## config.mk

```make
export PLATFORM = sky130hd
export DESIGN_NAME = skut_ram
export DESIGN_NICKNAME = d
export VERILOG_FILES = /design/src/rtl/skut_ram.sv
export SDC_FILE = /design/constraint.sdc
export NUM_CORES = 1
export LEC_CHECK = 0
export ABC_AREA = 1
export BUFFER_PORTS_ARGS = -buffer_cell sky130_fd_sc_hd__buf_2
export CORE_MARGIN = 1.5
export CORE_UTILIZATION = 25
export CTS_BUF_LIST = sky130_fd_sc_hd__clkbuf_16
export CTS_CLUSTER_DIAMETER = 80
export CTS_CLUSTER_SIZE = 16
export DETAILED_ROUTE_END_ITERATION = 10
export GPL_TIMING_DRIVEN = 0
export PLACE_DENSITY = 0.5
export SLEW_MARGIN = 20
export SYNTH_ARGS = -nofsm -noshare
export SYNTH_HDL_FRONTEND = slang
export SYNTH_SLANG_ARGS = --single-unit
export TNS_END_PERCENT = 50
```

## constraint.sdc

```tcl
create_clock -name clk -period 1.3 [get_ports clk]
set_input_delay 0 -clock clk [delete_from_list [all_inputs] [get_ports clk]]
set_output_delay 0 -clock clk [all_outputs]
set_load 0.01 [all_outputs]
```

## src/rtl/skut_ram.sv

```systemverilog
// skut_ram: generic single-write, single-read memory with registered read data
// no dependencies
`timescale 1ns / 1ps

module skut_ram #(
    parameter int WIDTH = 8,
    parameter int DEPTH = 16
) (
    input  logic                                   clk,
    input  logic                                   wr_en,
    input  logic [$clog2(DEPTH > 1 ? DEPTH : 2)-1:0] wr_addr,
    input  logic [WIDTH-1:0]                       wr_data,
    input  logic                                   rd_en,
    input  logic [$clog2(DEPTH > 1 ? DEPTH : 2)-1:0] rd_addr,
    output logic [WIDTH-1:0]                       rd_data
);

    logic [WIDTH-1:0] mem [DEPTH];

    // write port and registered read port
    always_ff @(posedge clk) begin
        if (wr_en) begin
            mem[wr_addr] <= wr_data;
        end
        if (rd_en) begin
            rd_data <= mem[rd_addr];
        end
    end

endmodule

```

==> summary.txt <==
Route
  – Routed wire length: 14,700 um
  – Detailed-route via count: 3,754
  – Initial DRC count: 264
  – Vias per inst: 4.07
  – Antenna-violating nets left: 0
  – Drt first pass iters: 5
  – Wire per inst: 15.9 um
  – DRC: 0

STA
  – Setup TNS: 0 ps
  – Final Hold Viols: 0
  – Fin Clk Skew: 6.47 ps
  – Worst slew pin tran: 1010 ps
  – Slew Limit Fails: 0
  – Hold_ws: 9.52 ps
  – Fmax: 849 MHz
  – Final worst setup slack: 123 ps
  – Tmin final: 1180 ps
  – Slew HR: 32.3%
  – RSZ-0062 raised after global routing: no
  – Final clock period utilization by the worst path: 90.6%
  – Final Setup Violations: 0

Place
  – Place WS: -261 ps
  – Final HPWL DP: 9840 um
  – GP Congestion: 0.780
  – IO Port Bufs: 23

Worst setup path
  – CP max stage cell: edfxtp_1
  – CP max FO: 1
  – Delay-heaviest family, CP: simple AND/OR/NAND/NOR gates
  – Internal reg-to-reg setup slack: 120 ps
  – CP endpoint kind: flop
  – End of the worst register-to-register path: rd_data[1]
  – Crit path DAT: 1340 ps
  – FF-to-FF Start: mem[10][1]
  – Worst path max stage delay: 360 ps
  – Critical Path Start Type: flop
  – Worst path required time: 1460 ps
  – Crit path top cell by count: nand3_1
  – Crit-path cells: inv_1 -> nand2_1 -> nand3_1 -> nand3_1 -> nand3_1 -> nand2_1
  – Kind of critical path: reg -> reg
  – Worst reg2reg path depth: 6
  – CP bufs+invs: 1

Logic synthesis
  – Synth Area in Adders: 0%
  – Yosys synthesis warning count: 0
  – Seq/Total Area, Yosys: 69.8%
  – Post-synth top area share: 69.8%
  – Synth Area in XOR/XNOR: 0%
  – Synth Net Count: 570
  – Synthesized cell area: 0.00585 mm2
  – Top_reg_cell synth: edfxtp_1
  – Most common library cells after synthesis: nand2_1 (173), edfxtp_1 (136), inv_1 (100), nand3_1 (97), nor2_1 (17)
  – Largest area contributor in the netlist: edfxtp_1
  – Post-Synthesis Cells: 551
  – Cell variety after synth: 11
  – Avg Cell Area, Syn: 10.6 um2
  – Largest family of logic cells by synthesized area: simple AND/OR/NAND/NOR gates
  – Post-synth EDFFs: 136
  – FFs w/ async S/R, synth: 0%
  – Mux share of post-synthesis cell area: 0%
  – Area contributors post-synth: edfxtp_1 (70%), nand2_1 (11%), nand3_1 (8.3%)
  – Post-synthesis compound-gate area fraction: 0%
  – Yosys reg bits: 136
  – Simple logic cell fraction of the synthesized area: 20.8%
  – Top-count cell post-synth: nand2_1

Floorplanning
  – Die Area: 0.0243 mm2
  – Std-Cell Rows: 55
  – Die H: 156 um
  – IO Count: 27
  – Initial Util: 25.7%
  – Die W: 156 um
  – Core Region: 0.0228 mm2

Pwr
  – Static leakage: 2.91 nW
  – Worst VDD drop: 0.691 mV
  – Total design power: 10.3 mW
  – Pwr/cell area: 1490 mW/mm2

Finish
  – Multi-input gate area: 0.00121 mm2
  – Fill cell count: 2,351
  – N_diodes: 0
  – Area grow syn2layout: 19.0%
  – Post-Route Utilization: 30.6%
  – Layout Nets: 615
  – FF/Latch Area: 0.00408 mm2
  – Share of cells above drive strength 1: 12.8%

CTS
  – CTS max path bufs: 2
  – Setup Fix Bufs, Post-CTS: 0
  – Clk_lat worst skew: 420 ps
  – Clock sink total: 136
  – CTS tree: built
  – Root buffer cell: clkbuf_16
  – H-tree depth: 4
  – Clock slew at reported path FFs: 60 ps
  – Total CTS buffers: 17

Status
  – Status: complete, no violations

Worst hold path
  – Hold depth: 1
  – Worst Hold Endpoint: mem[8][4]
  – Hold crit path type: in -> reg
  – Hold_sp: wr_data[4]

Global route
  – Initial antenna violation count: 0
  – First-pass GRT wire length: 22,100 um
  – Largest net degree at the start of global routing: 17
  – Gr usage total: 12.9%
  – Congestion Overflow GR: 0
  – Vias in the first global route: 3,558

Job
  – Max_cap viols: 0
worst register-to-register path: cells and delay by family, from the launching register on:
| kind | cells | cell delay (ps) |
|---|---|---|
| AND/OR/NAND/NOR | 5 | 490 |
| buffers and inverters | 1 | 70 |
| flip-flops | 1 | 360 |
state kept, by name (all words and copies together) (netlist names):
name	count
mem	128
rd_data	8
cell families after synthesis:
logic type / Yosys count
flops: 136
simple gates: 289
buf+inv: 126
how the worst max path moves through the flow:
stage                     startpoint    endpoint  slack [ps]  cells past startpoint
after floorplan           wr_addr[2]  mem[10][0]         350                      2
after global placement    wr_addr[3]   mem[5][0]        -240                      3
after detailed placement  wr_addr[3]   mem[5][0]        -260                      3
after CTS                 mem[10][4]  rd_data[4]         100                      6
after global routing       mem[1][0]  rd_data[0]          20                      6
final                     mem[10][1]  rd_data[1]         120                      6
where the power goes:
group          total (mW)  switching (mW)  internal [mW]  leakage [nW]
clock network        4.72            1.90           2.82         0.275
logic               0.662           0.472          0.190          1.40
registers            4.96          0.0216           4.94          1.24
layout by cell type, fill, tap and decap left out:
master / n
bufinv_16: 2
inv_2: 2
buf_2: 36
inv_6: 4
clkinvlp_4: 4
edfxtp_1: 136
nor2_1: 17
nand2_1: 173
dlygate4sd3_1: 3
buf_4: 4
nand3b_1: 2
clkinv_4: 1
buf_1: 1
inv_1: 101
clkinv_2: 2
buf_6: 6
clkinv_1: 1
clkbuf_16: 17
nand3_1: 97
metal layers:
layer / track usage [%] / vias to the layer above / part of all wire, %
met1: 18.5 / 1754 / 49
li1: - / 1873 / -
met2: 18.4 / 98 / 43
met4: 6.26 / 0 / 2.8
met3: 2.75 / 29 / 5.0
met5: 0 / - / 0
area by class of cell:
type / count / area share [%]
clock inverters: 15 / 2.18
repair buffers: 26 / 2.09
inverters: 102 / 5.50
flip-flops and latches: 136 / 58.7
plain buffers: 24 / 2.39
well taps: 313 / 5.63
multi-input cells: 289 / 17.4
clock buffers: 17 / 6.11
stage by stage:
step,cells,instance area [um2]
floorplan,551,5850
global placement,887,6350
detailed placement,887,6350
CTS,922,6960
global route,922,6960
finish,922,6960
repair_timing:
| item | 4_1_cts | 5_1_grt |
|---|---|---|
| hold buffers | 3 | 0 |
| gates resized for setup | 0 | 0 |
| endpoints found under the hold margin | 26 | 0 |
| endpoints found under the setup margin | 0 | 0 |
Note: power is estimated with default switching activity, not from simulation.
