==> src/rtl/skut_pkg.sv <==
// skut_pkg: types, codes and sizing constants for the sorted unique key table
// no dependencies; imported by every module of the block but skut_ram
`timescale 1ns / 1ps

package skut_pkg;

    // table size and derived widths
    localparam int CAPACITY = 64;
    localparam int CNT_W    = $clog2(CAPACITY + 1);
    localparam int ADDR_W   = (CAPACITY > 1) ? $clog2(CAPACITY) : 1;

    // field widths of the transaction payloads
    localparam int FUNC_W    = 2;
    localparam int KEY_W     = 34;
    localparam int PAYLOAD_W = 64;
    localparam int STATUS_W  = 2;
    localparam int COUNT_W   = 7;

    // operation codes
    typedef enum logic [FUNC_W-1:0] {
        FUNC_INSERT = 2'd0,
        FUNC_REMOVE = 2'd1,
        FUNC_SEARCH = 2'd2,
        FUNC_CLEAR  = 2'd3
    } func_t;

    // result status codes
    typedef enum logic [STATUS_W-1:0] {
        ST_DONE    = 2'd0,
        ST_FULL    = 2'd1,
        ST_DUP     = 2'd2,
        ST_MISSING = 2'd3
    } status_t;

    // input transaction
    typedef struct packed {
        logic [FUNC_W-1:0]    func;
        logic [KEY_W-1:0]     key;
        logic [PAYLOAD_W-1:0] payload;
    } in_item_t;

    // result transaction
    typedef struct packed {
        logic                 ok;
        logic [STATUS_W-1:0]  status;
        logic [PAYLOAD_W-1:0] found_payload;
        logic [COUNT_W-1:0]   count;
    } out_item_t;

    // one stored record
    typedef struct packed {
        logic [KEY_W-1:0]     key;
        logic [PAYLOAD_W-1:0] payload;
    } entry_t;

    localparam int ENTRY_W = $bits(entry_t);

    // record store access from the sequencer
    typedef struct packed {
        logic              wr_en;
        logic [ADDR_W-1:0] wr_addr;
        entry_t            wr_data;
        logic              rd_en;
        logic [ADDR_W-1:0] rd_addr;
    } ram_req_t;

    // key compare outcome
    typedef struct packed {
        logic lt;
        logic eq;
    } cmp_res_t;

endpackage

==> src/rtl/skut_cmp.sv <==
// skut_cmp: the shared key comparator used by every scan step
// depends on skut_pkg
`timescale 1ns / 1ps

module skut_cmp
    import skut_pkg::*;
(
    input  logic [KEY_W-1:0] stored_key,
    input  logic [KEY_W-1:0] search_key,
    output cmp_res_t         res
);

    // unsigned magnitude compare of a stored key against the search key
    assign res.lt = (stored_key < search_key);
    assign res.eq = (stored_key == search_key);

endmodule

==> config.mk <==
export PLATFORM = sky130hd
export DESIGN_NAME = skut_cmp
export DESIGN_NICKNAME = d
export VERILOG_FILES = /design/src/rtl/skut_pkg.sv /design/src/rtl/skut_cmp.sv
export SDC_FILE = /design/constraint.sdc
export NUM_CORES = 1
export LEC_CHECK = 0
export ABC_AREA = 1
export BUFFER_PORTS_ARGS = -buffer_cell sky130_fd_sc_hd__buf_2
export CORE_MARGIN = 2
export CORE_UTILIZATION = 40
export DETAILED_ROUTE_END_ITERATION = 12
export GPL_TIMING_DRIVEN = 0
export PLACE_DENSITY_LB_ADDON = 0.25
export SLEW_MARGIN = 10
export SYNTH_ARGS = -nofsm -noshare
export SYNTH_HDL_FRONTEND = slang
export SYNTH_SLANG_ARGS = --single-unit
==> constraint.sdc <==
create_clock -name vclk -period 2.1
set_clock_uncertainty 0.15 [all_clocks]
set_input_delay 0.63 -clock vclk [all_inputs]
set_output_delay 0.63 -clock vclk [all_outputs]
set_load 0.01 [all_outputs]
==> metrics.yaml, run 1 <==
avgSynthCellArea_um2: 6.065
worst-path-max-fanout: 2
finalHoldViolations: 0
p_sw_w: 0.0001803
slew_viol_final: 0
floorplan.initialDensity_pct: 41.28
via_per_inst: 4.577
outcome: "finished, violations left"
remaining_drc_errors: 0
syn_nets: 266
switching_share_pct: 47.54
grt_pass1_wl_um: 3953
start_kind: "input port"
synthMostInstantiatedCell: "inv_1"
io_buffer_count: 70
overflow: 0
dr_total_vias: 1213
timing.setup.tns_ns: -0.8693
multi_input_area_um2: 1232
final_cell_area_um2: 1948
drtIter0Drc: 11
nets: 339
drive_gt1_share_pct: 60.43
timing.fmax_mhz: 393.8
peakVddDrop_uv: 134.9
syn2layout_area_growth_pct: 95.85
diodes: 0
gp_congestion: 0.6635
hold_path_class: "input port to primary output"
drt.antenna.violating_nets: 0
power_w: 0.0003793
violations: "negative setup slack"
crit_type: "input port to primary output"
p_leak_nw: 1.060
netlist_area_um2: 994.7
synthCells: 164
yosysWarnings: 0
yosysUniqueCellTypes: 15
rows: 18
netlist_top_cells_count: "inv_1 (50), nand2_1 (45), ha_1 (34)"
fill_cells: 156
clkbuf_count: 0
setup_violations: 2
clock_power_share_pct: 0
place_area_um2: 1496
relSlewSlack_pct: 88.31
layoutNonFillerInstCount: 265
drv_cap: 0
finalWorstSetupSlack_ns: -0.4393
die_area_um2: 2901
die_h_um: 53.87
p_comb_share_pct: 100.0
cp-end-kind: "primary output"
ios: 70
register_area_um2: 0
ys_top_cells_by_area: "ha_1 (43%), inv_1 (19%), nand2_1 (17%)"
worstMarginPinSlew_ns: 0.1735
dp.cells: 264
pwr-share-seq_pct: 0
crit_arrival_ns: 1.76
nFlopsAndLatches: 0
coreArea_um2: 2410
synth.largest_area_cell: "ha_1"
track_usage_pct: 17.76
cp.required_ns: 1.32
hpwl_um: 1926
antenna_found_initial: 0
dr.pass1.iters: 4
yosysSeqAreaShare_pct: 0
wirelength_um: 2933
p_per_area_nw_per_um2: 194.7
fin_crit_ns: 2.539
yosysTopAreaCellShare_pct: 42.77
rsz0062_at_grt: "yes"
period_share_pct: 120.9
fp.dieW_um: 53.87
wl_per_cell_um: 11.07
grt_max_degree: 4
p_int_w: 0.0001990
grt_pass1_vias: 1077
final timing paths:
kind	depth (start not counted)	endpoint	start
setup / recovery	10	res[1]	stored_key[28]
hold / removal	8	res[1]	stored_key[33]
metal layers:
layer	share of wire [%]	up-vias	wire, um	global-route usage (%)
li1	-	645	-	-
met1	38	535	1123	19.97
met2	58	33	1710	37.80
met3	3.4	0	99	0.5556
met4	0	0	0	0
met5	0	-	0	0
cell families after synthesis:
kind of cell	synth area share (%)
AOI/OAI and AO/OA	9.182
buffers and inverters	18.87
adders and majority gates	42.77
and+or+nand+nor	29.18
repair_timing:
item                       4_1_cts  5_1_grt
hold buffers                     0        0
pin swaps                       27       14
setup endpoints to repair        2        2
resized for setup               47       30
setup buffers                    0        1
hold endpoints to repair         0        0
power by group through the flow:
stage / sequential [W] / clock [W] / combinational [W]
2_1_floorplan: 0 / 0 / 0.000150
3_3_place_gp: 0 / 0 / 0.000244
3_5_place_dp: 0 / 0 / 0.000249
4_1_cts: 0 / 0 / 0.000321
5_1_grt: 0 / 0 / 0.000424
6_report: 0 / 0 / 0.000379
critical path, stage by stage:
cell and delay (ns):
buf_2 0.10, ha_1 0.32, nand2_4 0.08, inv_1 0.04
nand2_1 0.06, nand2_1 0.06, a21oi_1 0.14, nand3_1 0.10
nor2_2 0.10, buf_2 0.13
per-stage QoR:
| step | setup slack, ns | util (%) | hold WS [ns] |
|---|---|---|---|
| 5_1_grt | -0.4996 | 80.84 | 1.736 |
| 2_1_floorplan | -0.2115 | - | 1.458 |
| 4_1_cts | -0.4335 | 73.16 | 1.688 |
| 3_5_place_dp | -0.5861 | 62.10 | 1.727 |
| 3_3_place_gp | -0.5763 | 62.10 | 1.724 |
| 6_report | -0.4393 | 80.84 | 1.710 |
placed cells by master (no fill, tap or decap), drive strengths merged:
cell type	synthesis	routed
a21o	2	2
a21oi	12	12
buf	0	71
ha	34	34
inv	50	50
nand2	47	47
nand3	2	2
nand4	2	2
nor2	11	11
nor3	1	1
nor4	1	1
o21ai	1	1
o21bai	1	1
area by class of cell:
class	count	area share (%)
Timing Repair Buffer	71	24.15
Inverter	50	10.66
Multi-Input combinational cell	114	63.26
Tap cell	30	1.927
(Power assumes the default switching activity.)
==> inputs of run 2 (changes only) <==
- ABC_AREA: 1 -> not set
- CORE_UTILIZATION: 40 -> 38
==> run 2 against run 1 <==
The run still ends with negative setup slack left. Combinational power shrank 17%. Synthesized cell count shrank 25%. Final cell count decreased by 15%. Largest power group unchanged. Highest routed layer is now met4.
==> metrics.yaml, run 2 <==
grt_pass1_vias: 1092  # +1.4%
outcome: "finished, violations left"
avgSynthCellArea_um2: 7.060  # +16%
wirelength_um: 2588  # -12%
grt_pass1_wl_um: 4181  # +5.8%
ys_top_cells_by_area: "ha_1 (49%), inv_1 (15%), a21oi_1 (8.1%)"
pwr-share-seq_pct: 0  # unchanged
switching_share_pct: 44.71  # -2.8 points
crit_top_cell: "nor4_4"
peakVddDrop_uv: 125.9  # -6.6%
die_h_um: 51.80  # -3.8%
cts_hold_repair.buffers: 0  # unchanged
critical-path-slowest-cell: "nor4_4"
start_kind: "input port"
clock_power_share_pct: 0  # unchanged
crit_arrival_ns: 1.97  # +0.21 ns
final_util_pct: 77.73  # -3.1 points
fin_crit_ns: 2.750  # +0.2102 ns
synth-simple-area-share_pct: 18.59  # -11 points
drv_cap: 0  # unchanged
nets: 302  # -11%
yosysSeqAreaShare_pct: 0  # unchanged
overflow: 0  # unchanged
io_buffer_count: 70  # unchanged
ios: 70  # unchanged
gp_congestion: 0.7866  # +19%
diodes: 0  # unchanged
hold_path_depth: 6  # -2
p_per_area_nw_per_um2: 183.7  # -5.7%
track_usage_pct: 19.61  # +1.9 points
floorplan.initialDensity_pct: 39.63  # -1.6 points
pre_cts_slack_ns: -0.8166  # -0.2305 ns
via_per_inst: 4.850  # +5.9%
slew_viol_final: 0  # unchanged
syn_nets: 225  # -15%
cp_cell_sequence: "buf_8 > inv_6 > ha_4 > nand4_1 > nor4_4 > nand2_2 > a21oi_4 > nor4_4 > buf_2"
layout_common_cells: "buf_2 (57), inv_1 (24), ha_4 (17), ha_1 (17), a21oi_1 (11)"
dr_total_vias: 1096  # -9.6%
crit_type: "input port to primary output"
met1_length_um: 929  # -17%
coreArea_um2: 2191  # -9.1%
synthMostInstantiatedCell: "inv_1"
p_comb_share_pct: 100.0  # about the same
fp.dieW_um: 51.80  # -3.8%
p_leak_nw: 0.8969  # -15%
relSlewSlack_pct: 83.46  # -4.8 points
remaining_drc_errors: 0  # unchanged
wl_per_cell_um: 11.45  # +3.5%
drt.antenna.violating_nets: 0  # unchanged
violations: "negative setup slack"
drtIter0Drc: 3  # -8
cpPeakStageDelay_ns: 0.34  # +0.02 ns
synthCells: 123  # -25%
wl_met3_um: 134  # +35%
path_depth: 9  # -1
p_sw_w: 0.0001398  # -22%
cp.required_ns: 1.32  # about the same
p_int_w: 0.0001729  # -13%
setup_violations: 2  # unchanged
syn2layout_area_growth_pct: 96.11
synth_mux_area_share_pct: 0  # unchanged
critPathTopFamily: "simple AND/OR/NAND/NOR gates"
timing.fmax_mhz: 363.7  # -7.6%
synth-compound-area-share_pct: 17.29  # +8.1 points
register_area_um2: 0  # unchanged
cp-end-kind: "primary output"
finalWorstSetupSlack_ns: -0.6496  # -0.2102 ns
worst-path-max-fanout: 2  # unchanged
top_layer: "met4"
synth.largest_area_cell: "ha_1"
yosysUniqueCellTypes: 17  # +2
period_share_pct: 130.9  # +10 points
hpwl_um: 2248  # +17%
fin_hold_ws_ns: 1.623  # -0.08682 ns
clkbuf_count: 0  # unchanged
final_common_cell: "buf_2"
finalHoldViolations: 0  # unchanged
synth-adder-area-share_pct: 48.99  # +6.2 points
netlist_top_cells_count: "inv_1 (35), ha_1 (34), a21oi_1 (14)"
power_w: 0.0003128  # -18%
synth_xor_area_share_pct: 0  # unchanged
synth_top_family_by_area: "adder cells"
rsz0062_at_grt: "yes"
yosysTopAreaCellShare_pct: 48.99  # +6.2 points
yosysWarnings: 0  # unchanged
antenna_found_initial: 0  # unchanged
rows: 17  # -1
dr.pass1.iters: 4  # unchanged
grt_max_degree: 4  # unchanged
nFlopsAndLatches: 0  # unchanged
die_area_um2: 2683  # -7.5%
crit_buf_inv: 3  # unchanged
drive_gt1_share_pct: 58.08  # -2.3 points
hold_path_class: "input port to primary output"
netlist_area_um2: 868.3  # -13%
wl_met2_um: 1471  # -14%
worstMarginPinSlew_ns: 0.2462  # +0.07268 ns
-- run 2: cell count changes in the layout (fill, tap and decap cells not counted), sizes merged, moves of 3 or more --
cell   previous run  this run
o21ai             1         4
inv              50        35
nand4             2         8
nor2             11         3
buf              71        75
nand2            47         8
-- run 2: kinds of logic (layout without fill, tap and decap cells) --
family	after synthesis	after routing
AOI/OAI and AO/OA	26	26
and+or+nand+nor	28	28
buffers and inverters	35	110
adders and majority gates	34	34
-- run 2: final timing paths --
kind,slack [ns],end,start
min,1.62,res[1],stored_key[33]
max,-0.65,res[1],search_key[19]
-- run 2: repair_timing --
| action | 4_1_cts | 5_1_grt |
|---|---|---|
| pin swaps | 10 | 11 |
| setup endpoints to repair | 2 | 2 |
| gates resized for setup | 18 | 17 |
| setup buffers | 1 | 4 |
-- run 2: through the flow --
step	cells	area (um2)	TNS, ns
after floorplan	123	1089	-0.6548
after global placement	221	1474	-1.560
after detailed placement	221	1474	-1.583
after CTS	222	1600	-1.335
after global routing	226	1703	-1.424
final	226	1703	-1.279
-- run 2: cell type report --
class	count	area (um2)
multi-input cells	88	1031
fillers	151	488.0
repair buffers	75	473.0
inverters	35	163.9
well taps	28	35.03
-- run 2: layer usage --
metal  up-vias  track usage [%]
li1        578                -
met1       470            19.79
met2        42            42.74
met3         6            1.437
met4         0            3.070
met5         -                0
-- run 2: power by group through the flow --
stage               clock [W]  combinational (W)  sequential (W)
CTS                         0           0.000289               0
global placement            0           0.000241               0
detailed placement          0           0.000258               0
finish                      0           0.000313               0
global route                0           0.000352               0
floorplan                   0           0.000146               0
