`config.mk`:
```
export PLATFORM = sky130hd
export DESIGN_NAME = skut_ctrl
export DESIGN_NICKNAME = d
export VERILOG_FILES = /design/src/rtl/skut_pkg.sv /design/src/rtl/skut_ctrl.sv
export SDC_FILE = /design/constraint.sdc
export NUM_CORES = 1
export LEC_CHECK = 0
export BUFFER_PORTS_ARGS = -buffer_cell sky130_fd_sc_hd__buf_4
export CORE_AREA = 2 2 153 155
export DETAILED_ROUTE_END_ITERATION = 8
export DIE_AREA = 0 0 155 157
export GPL_ROUTABILITY_DRIVEN = 0
export GPL_TIMING_DRIVEN = 0
export PLACE_DENSITY = 0.68
export SLEW_MARGIN = 40
export SYNTH_ARGS = -nofsm -noshare
export SYNTH_HDL_FRONTEND = slang
export SYNTH_SLANG_ARGS = --single-unit
```
`constraint.sdc`:
```
create_clock -name aclk -period 16.85 [get_ports aclk]
set_input_delay 0 -clock aclk [delete_from_list [all_inputs] [get_ports aclk]]
set_output_delay 0 -clock aclk [all_outputs]
set_load 0.05 [all_outputs]
```
`src/rtl/skut_pkg.sv`:
```
// skut_pkg: types, codes and sizing constants for the sorted unique key table
// no dependencies; imported by every module of the block but skut_ram
`timescale 1ns / 1ps

package skut_pkg;

    // table size and derived widths
    localparam int CAPACITY = 64;
    localparam int CNT_W    = $clog2(CAPACITY + 1);
    localparam int ADDR_W   = (CAPACITY > 1) ? $clog2(CAPACITY) : 1;

    // field widths of the transaction payloads
    localparam int FUNC_W    = 2;
    localparam int KEY_W     = 34;
    localparam int PAYLOAD_W = 64;
    localparam int STATUS_W  = 2;
    localparam int COUNT_W   = 7;

    // operation codes
    typedef enum logic [FUNC_W-1:0] {
        FUNC_INSERT = 2'd0,
        FUNC_REMOVE = 2'd1,
        FUNC_SEARCH = 2'd2,
        FUNC_CLEAR  = 2'd3
    } func_t;

    // result status codes
    typedef enum logic [STATUS_W-1:0] {
        ST_DONE    = 2'd0,
        ST_FULL    = 2'd1,
        ST_DUP     = 2'd2,
        ST_MISSING = 2'd3
    } status_t;

    // input transaction
    typedef struct packed {
        logic [FUNC_W-1:0]    func;
        logic [KEY_W-1:0]     key;
        logic [PAYLOAD_W-1:0] payload;
    } in_item_t;

    // result transaction
    typedef struct packed {
        logic                 ok;
        logic [STATUS_W-1:0]  status;
        logic [PAYLOAD_W-1:0] found_payload;
        logic [COUNT_W-1:0]   count;
    } out_item_t;

    // one stored record
    typedef struct packed {
        logic [KEY_W-1:0]     key;
        logic [PAYLOAD_W-1:0] payload;
    } entry_t;

    localparam int ENTRY_W = $bits(entry_t);

    // record store access from the sequencer
    typedef struct packed {
        logic              wr_en;
        logic [ADDR_W-1:0] wr_addr;
        entry_t            wr_data;
        logic              rd_en;
        logic [ADDR_W-1:0] rd_addr;
    } ram_req_t;

    // key compare outcome
    typedef struct packed {
        logic lt;
        logic eq;
    } cmp_res_t;

endpackage

```
`src/rtl/skut_ctrl.sv`:
```
// skut_ctrl: sequencer that scans the record store, shifts records and builds results
// depends on skut_pkg; drives the record store and reads the shared comparator
`timescale 1ns / 1ps

module skut_ctrl
    import skut_pkg::*;
(
    input  logic      aclk,
    input  logic      aresetn,
    input  logic      in_valid,
    output logic      in_ready,
    input  in_item_t  in_data,
    output ram_req_t  ram_req,
    input  entry_t    rd_data,
    input  cmp_res_t  cmp_res,
    output logic      res_valid,
    input  logic      res_ready,
    output out_item_t res_data
);

    typedef enum logic [8:0] {
        S_IDLE     = 9'b000000001,
        S_SCAN_RD  = 9'b000000010,
        S_SCAN_CMP = 9'b000000100,
        S_DECIDE   = 9'b000001000,
        S_INS_RD   = 9'b000010000,
        S_INS_WR   = 9'b000100000,
        S_REM_RD   = 9'b001000000,
        S_REM_WR   = 9'b010000000,
        S_RESP     = 9'b100000000
    } state_t;

    state_t                state_reg, state_next;
    logic [FUNC_W-1:0]     op_reg, op_next;
    logic [KEY_W-1:0]      key_reg, key_next;
    logic [PAYLOAD_W-1:0]  pay_reg, pay_next;
    logic [CNT_W-1:0]      count_reg, count_next;
    logic [CNT_W-1:0]      idx_reg, idx_next;
    logic [CNT_W-1:0]      pos_reg, pos_next;
    logic                  hit_reg, hit_next;
    logic                  ok_reg, ok_next;
    logic [STATUS_W-1:0]   status_reg, status_next;
    logic [PAYLOAD_W-1:0]  found_reg, found_next;
    logic [CNT_W-1:0]      idx_dec;
    logic [CNT_W-1:0]      idx_inc;
    logic [CNT_W+COUNT_W-1:0] count_ext;

    assign idx_dec = idx_reg - CNT_W'(1);
    assign idx_inc = idx_reg + CNT_W'(1);

    // control registers
    always_ff @(posedge aclk) begin
        if (!aresetn) begin
            state_reg <= S_IDLE;
            count_reg <= '0;
        end else begin
            state_reg <= state_next;
            count_reg <= count_next;
        end
    end

    // working registers
    always_ff @(posedge aclk) begin
        op_reg     <= op_next;
        key_reg    <= key_next;
        pay_reg    <= pay_next;
        idx_reg    <= idx_next;
        pos_reg    <= pos_next;
        hit_reg    <= hit_next;
        ok_reg     <= ok_next;
        status_reg <= status_next;
        found_reg  <= found_next;
    end

    // sequencer
    always_comb begin
        state_next  = state_reg;
        op_next     = op_reg;
        key_next    = key_reg;
        pay_next    = pay_reg;
        count_next  = count_reg;
        idx_next    = idx_reg;
        pos_next    = pos_reg;
        hit_next    = hit_reg;
        ok_next     = ok_reg;
        status_next = status_reg;
        found_next  = found_reg;
        ram_req     = '0;
        in_ready    = 1'b0;
        res_valid   = 1'b0;

        case (state_reg)
            S_IDLE: begin
                in_ready = 1'b1;
                if (in_valid) begin
                    op_next     = in_data.func;
                    key_next    = in_data.key;
                    pay_next    = in_data.payload;
                    ok_next     = 1'b0;
                    status_next = ST_DONE;
                    found_next  = '0;
                    idx_next    = '0;
                    if (in_data.func == FUNC_CLEAR) begin
                        count_next = '0;
                        ok_next    = 1'b1;
                        state_next = S_RESP;
                    end else if (in_data.func == FUNC_INSERT &&
                                 count_reg == CNT_W'(CAPACITY)) begin
                        status_next = ST_FULL;
                        state_next  = S_RESP;
                    end else begin
                        state_next = S_SCAN_RD;
                    end
                end
            end

            // issue a read, or stop at the end of the table
            S_SCAN_RD: begin
                if (idx_reg == count_reg) begin
                    pos_next   = idx_reg;
                    hit_next   = 1'b0;
                    state_next = S_DECIDE;
                end else begin
                    ram_req.rd_en   = 1'b1;
                    ram_req.rd_addr = idx_reg[ADDR_W-1:0];
                    state_next      = S_SCAN_CMP;
                end
            end

            // compare the stored key against the search key
            S_SCAN_CMP: begin
                if (cmp_res.lt) begin
                    idx_next   = idx_inc;
                    state_next = S_SCAN_RD;
                end else begin
                    pos_next   = idx_reg;
                    hit_next   = cmp_res.eq;
                    found_next = rd_data.payload;
                    state_next = S_DECIDE;
                end
            end

            S_DECIDE: begin
                case (op_reg)
                    FUNC_INSERT: begin
                        if (hit_reg) begin
                            status_next = ST_DUP;
                            state_next  = S_RESP;
                        end else begin
                            idx_next   = count_reg;
                            state_next = S_INS_RD;
                        end
                        found_next = '0;
                    end
                    FUNC_REMOVE: begin
                        if (hit_reg) begin
                            idx_next   = pos_reg + CNT_W'(1);
                            state_next = S_REM_RD;
                        end else begin
                            status_next = ST_MISSING;
                            state_next  = S_RESP;
                        end
                        found_next = '0;
                    end
                    FUNC_SEARCH: begin
                        if (hit_reg) begin
                            ok_next = 1'b1;
                        end else begin
                            status_next = ST_MISSING;
                            found_next  = '0;
                        end
                        state_next = S_RESP;
                    end
                    default: begin
                        state_next = S_RESP;
                    end
                endcase
            end

            // move records up one place, top first, then drop in the new record
            S_INS_RD: begin
                if (idx_reg == pos_reg) begin
                    ram_req.wr_en           = 1'b1;
                    ram_req.wr_addr         = idx_reg[ADDR_W-1:0];
                    ram_req.wr_data.key     = key_reg;
                    ram_req.wr_data.payload = pay_reg;
                    count_next              = count_reg + CNT_W'(1);
                    ok_next                 = 1'b1;
                    state_next              = S_RESP;
                end else begin
                    ram_req.rd_en   = 1'b1;
                    ram_req.rd_addr = idx_dec[ADDR_W-1:0];
                    state_next      = S_INS_WR;
                end
            end

            S_INS_WR: begin
                ram_req.wr_en   = 1'b1;
                ram_req.wr_addr = idx_reg[ADDR_W-1:0];
                ram_req.wr_data = rd_data;
                idx_next        = idx_dec;
                state_next      = S_INS_RD;
            end

            // move later records down one place over the removed one
            S_REM_RD: begin
                if (idx_reg == count_reg) begin
                    count_next = count_reg - CNT_W'(1);
                    ok_next    = 1'b1;
                    state_next = S_RESP;
                end else begin
                    ram_req.rd_en   = 1'b1;
                    ram_req.rd_addr = idx_reg[ADDR_W-1:0];
                    state_next      = S_REM_WR;
                end
            end

            S_REM_WR: begin
                ram_req.wr_en   = 1'b1;
                ram_req.wr_addr = idx_dec[ADDR_W-1:0];
                ram_req.wr_data = rd_data;
                idx_next        = idx_inc;
                state_next      = S_REM_RD;
            end

            // hand the result to the output register
            S_RESP: begin
                res_valid = 1'b1;
                if (res_ready) begin
                    state_next = S_IDLE;
                end
            end

            default: begin
                state_next = S_IDLE;
            end
        endcase
    end

    // result fields; count is the entry count cut to the field width
    assign count_ext              = {{COUNT_W{1'b0}}, count_reg};
    assign res_data.ok            = ok_reg;
    assign res_data.status        = status_reg;
    assign res_data.found_payload = found_reg;
    assign res_data.count         = count_ext[COUNT_W-1:0];

endmodule

```
==> flow_metrics.py <==
metrics = {
    "power_and_ir_drop": {
        "switching_share_pct": 40.4,
        "internal_power_mw": 1.16,
        "p_total_mw": 1.95,
        "power.share.clock_pct": 21.3,
        "power_frac_comb_pct": 38.7,
        "ir_drop_mv": 0.0729,
        "pwr-share-seq_pct": 40.0,
        "p_per_area_nw_per_um2": 132,
        "p_leak_nw": 6.26,
        "power.switching_mw": 0.786,
    },
    "synthesis": {
        "syn-num-nets": 885,
        "avgSynthCellArea_um2": 13.4,
        "synthCells": 666,
        "synth-seq-cells": 198,
        "synth_warnings": 0,
        "synth_edf_count": 182,
        "netlist_area_um2": 8930,
        "ys_types": 57,
        "synthArstFlopShare_pct": 0,
        "ys_seq_area_share_pct": 64.8,
        "synthFlopType": "edfxtp_1",
    },
    "cts": {
        "cts_hold_buf": 169,
        "cts_max_level": 4,
        "cts_num_sinks": 198,
        "post-cts-setup-buffer-count": 0,
        "clkTransAtPathRegs_ps": 70,
        "clk_path_buf_depth": 2,
        "cts_tree": "yes",
        "cts_resized": 0,
        "cts_buffers": 17,
        "cts-root-buf": "clkbuf_16",
        "clock_latency_ps": 440,
    },
    "global_routing": {
        "grt_pass1_vias": 8445,
        "grt.overflow.total": 0,
        "antenna_found_initial": 3,
        "track_usage_pct": 27.6,
        "grt_max_degree": 40,
        "grt_pass1_wl_mm": 50.1,
    },
    "floorplan": {
        "die_y_um": 157,
        "coreArea_um2": 22500,
        "die_w_um": 155,
        "dieArea_um2": 24300,
        "num_rows": 55,
        "initial_core_util_pct": 39.7,
        "io_pins": 392,
    },
    "critical_path": {
        "critical_path.max_fanout": 10,
        "cp_num_cells": 9,
        "critical_path.max_stage_delay_ps": 700,
        "worst_ep_required_time_ps": 16850,
        "critical_path_arrival_ps": 4430,
        "critPathBufInv": 5,
        "cp_slowest_cell": "nor4_1",
        "r2r-start": "state_reg[5]$_SDFFE_PN0P_",
        "r2r_setup_slack_ps": 12490,
        "r2r_cells": 13,
        "r2r_end": "found_reg[38]$_SDFFCE_PP0P_",
        "crit_chain": "clkbuf_1, xor2_1, nor4_1, and3_1, clkbuf_1, clkbuf_1, buf_1, a22o_1, buf_4",
        "cp-start-kind": "flop",
        "end_kind": "output pin",
        "path_common_cell": "clkbuf_1",
        "criticalPathCategory": "reg -> out",
        "cpLargestDelayFamily": "buffers and inverters",
    },
    "worst_hold_path": {
        "hp-start": "in_valid",
        "hold_end": "state_reg[1]$_SDFFE_PN0P_",
        "hold_class": "in -> reg",
        "whs_path_depth": 5,
    },
    "final_layout": {
        "layout-drive-gt1-share_pct": 35.6,
        "fin_util_pct": 65.5,
        "design_area_um2": 14700,
        "ff_latch_area_um2": 5790,
        "final_nets": 1483,
        "flow.area_growth_from_synthesis_pct": 65.0,
        "multiInputGateArea_um2": 2920,
        "nFillCells": 1635,
    },
    "sta": {
        "finClkSkew_ps": 15.9,
        "relSlewSlack_pct": 47.0,
        "setup_viol": 0,
        "fin_crit_sh_pct": 26.3,
        "worst_pin_slew_ps": 787,
        "hold_viol": 0,
        "drv_slew": 0,
        "max_freq_ghz": 0.226,
        "rsz0062_at_grt": "false",
        "period_minus_slack_ps": 4430,
    },
    "flow_run": {
        "max_cap_viol_count": 0,
    },
    "placed_design": {
        "placed_area_um2": 12400,
        "hpwl_mm": 25.0,
        "io_buffers": 390,
    },
    "route": {
        "ant_nets": 0,
        "vias": 8336,
        "vias_per_cell": 5.33,
        "first_iter_violations": 664,
        "firstDrtPassIters": 7,
        "routedWlPerCell_um": 22.2,
        "drc": 0,
        "drt-total-wl_mm": 34.8,
    },
    "run_status": {
        "status": "completed",
    },
}
==> worst max-delay path by stage <==
stage,from,to
global route,state_reg[5]$_SDFFE_PN0P_,found_reg[38]$_SDFFCE_PP0P_
finish,idx_reg[0]$_DFFE_PP_,ram_req[36]
global placement,state_reg[5]$_SDFFE_PN0P_,found_reg[38]$_SDFFCE_PP0P_
CTS,idx_reg[0]$_DFFE_PP_,ram_req[36]
detailed placement,state_reg[5]$_SDFFE_PN0P_,found_reg[35]$_SDFFCE_PP0P_
floorplan,state_reg[5]$_SDFFE_PN0P_,found_reg[0]$_SDFFCE_PP0P_
==> Yosys cell counts (3+ instances only) <==
master | count | area [um2]
xor2_1 | 19 | 166
buf_1 | 4 | 15.0
clkbuf_1 | 41 | 154
inv_1 | 11 | 41.3
and3_1 | 8 | 50.1
nor3_1 | 8 | 40.0
a221oi_1 | 3 | 26.3
nand2_1 | 33 | 124
nor4_1 | 7 | 43.8
a21o_1 | 5 | 37.5
o22ai_1 | 5 | 31.3
or3_1 | 8 | 50.1
a21oi_1 | 12 | 60.1
nor2b_1 | 5 | 31.3
nand2b_1 | 6 | 37.5
nor2_1 | 16 | 60.1
o221a_2 | 3 | 33.8
o31ai_1 | 3 | 22.5
o211ai_1 | 3 | 22.5
o21ai_0 | 24 | 120
ha_1 | 14 | 175
dfxtp_1 | 16 | 320
a22o_1 | 98 | 858
xnor2_1 | 9 | 78.8
nand3_1 | 11 | 55.1
and2_1 | 71 | 444
edfxtp_1 | 182 | 5470
==> final cells by class <==
class                      instances  area share [%]
antenna                            2          0.0340
inverter                          13           0.331
clock inverter                    15            1.27
sequential                       198            39.3
clock buffer                      17            2.89
buffer                            48            1.35
timing repair buffer             579            32.6
multi-input combinational        407            19.8
tap                              285            2.42
==> routing by layer <==
metal	routed length, um	track usage (%)
met1	13400	33.9
met2	17300	47.2
met3	2850	6.44
met4	1320	11.0
met5	9	0
==> per-stage QoR <==
step,setup TNS (ps),cells,setup slack [ps],hold WS (ps)
finish,0,1564,12420,133
global route,0,1564,12140,192
CTS,0,1562,12380,114
detailed placement,0,1361,12420,179
global placement,-140810,1341,-2200,178
floorplan,0,666,4140,98.9
==> cells by family after synthesis <==
family	synth area share [%]
AO/OA/AOI/OAI	15.2
XOR/XNOR	2.75
adder cells (fa/ha/maj)	2.19
buffers and inverters	2.78
flip-flops	64.8
multiplexers	0.224
AND/OR/NAND/NOR	12.1
==> tightest hold or removal path, stage by stage <==
cell	delay, ps
buf_4	130
inv_1	70
a21o_1	110
a21oi_1	60
and3_1	160
==> cells in the final DEF (no fill, tap or decap), types with 12 or more instances in the layout <==
cell type        n
clkbuf_16       17
ha_1            14
a21oi_1         12
o21ai_0         24
dlygate4sd3_1  169
nor2_1          16
buf_4          391
a22o_1          98
and2_1          70
dfxtp_1         16
edfxtp_1       182
nand2_1         33
xor2_1          19
clkbuf_1        41
==> power by group through the flow <==
stage	logic, mW	registers, mW	clock network, mW
after floorplan	0.166	1.07	0
after global placement	0.657	0.846	0
after detailed placement	0.708	0.787	0
after CTS	0.744	0.777	0.421
after global routing	0.783	0.792	0.438
final	0.754	0.780	0.414
(Power assumes the default switching activity.)
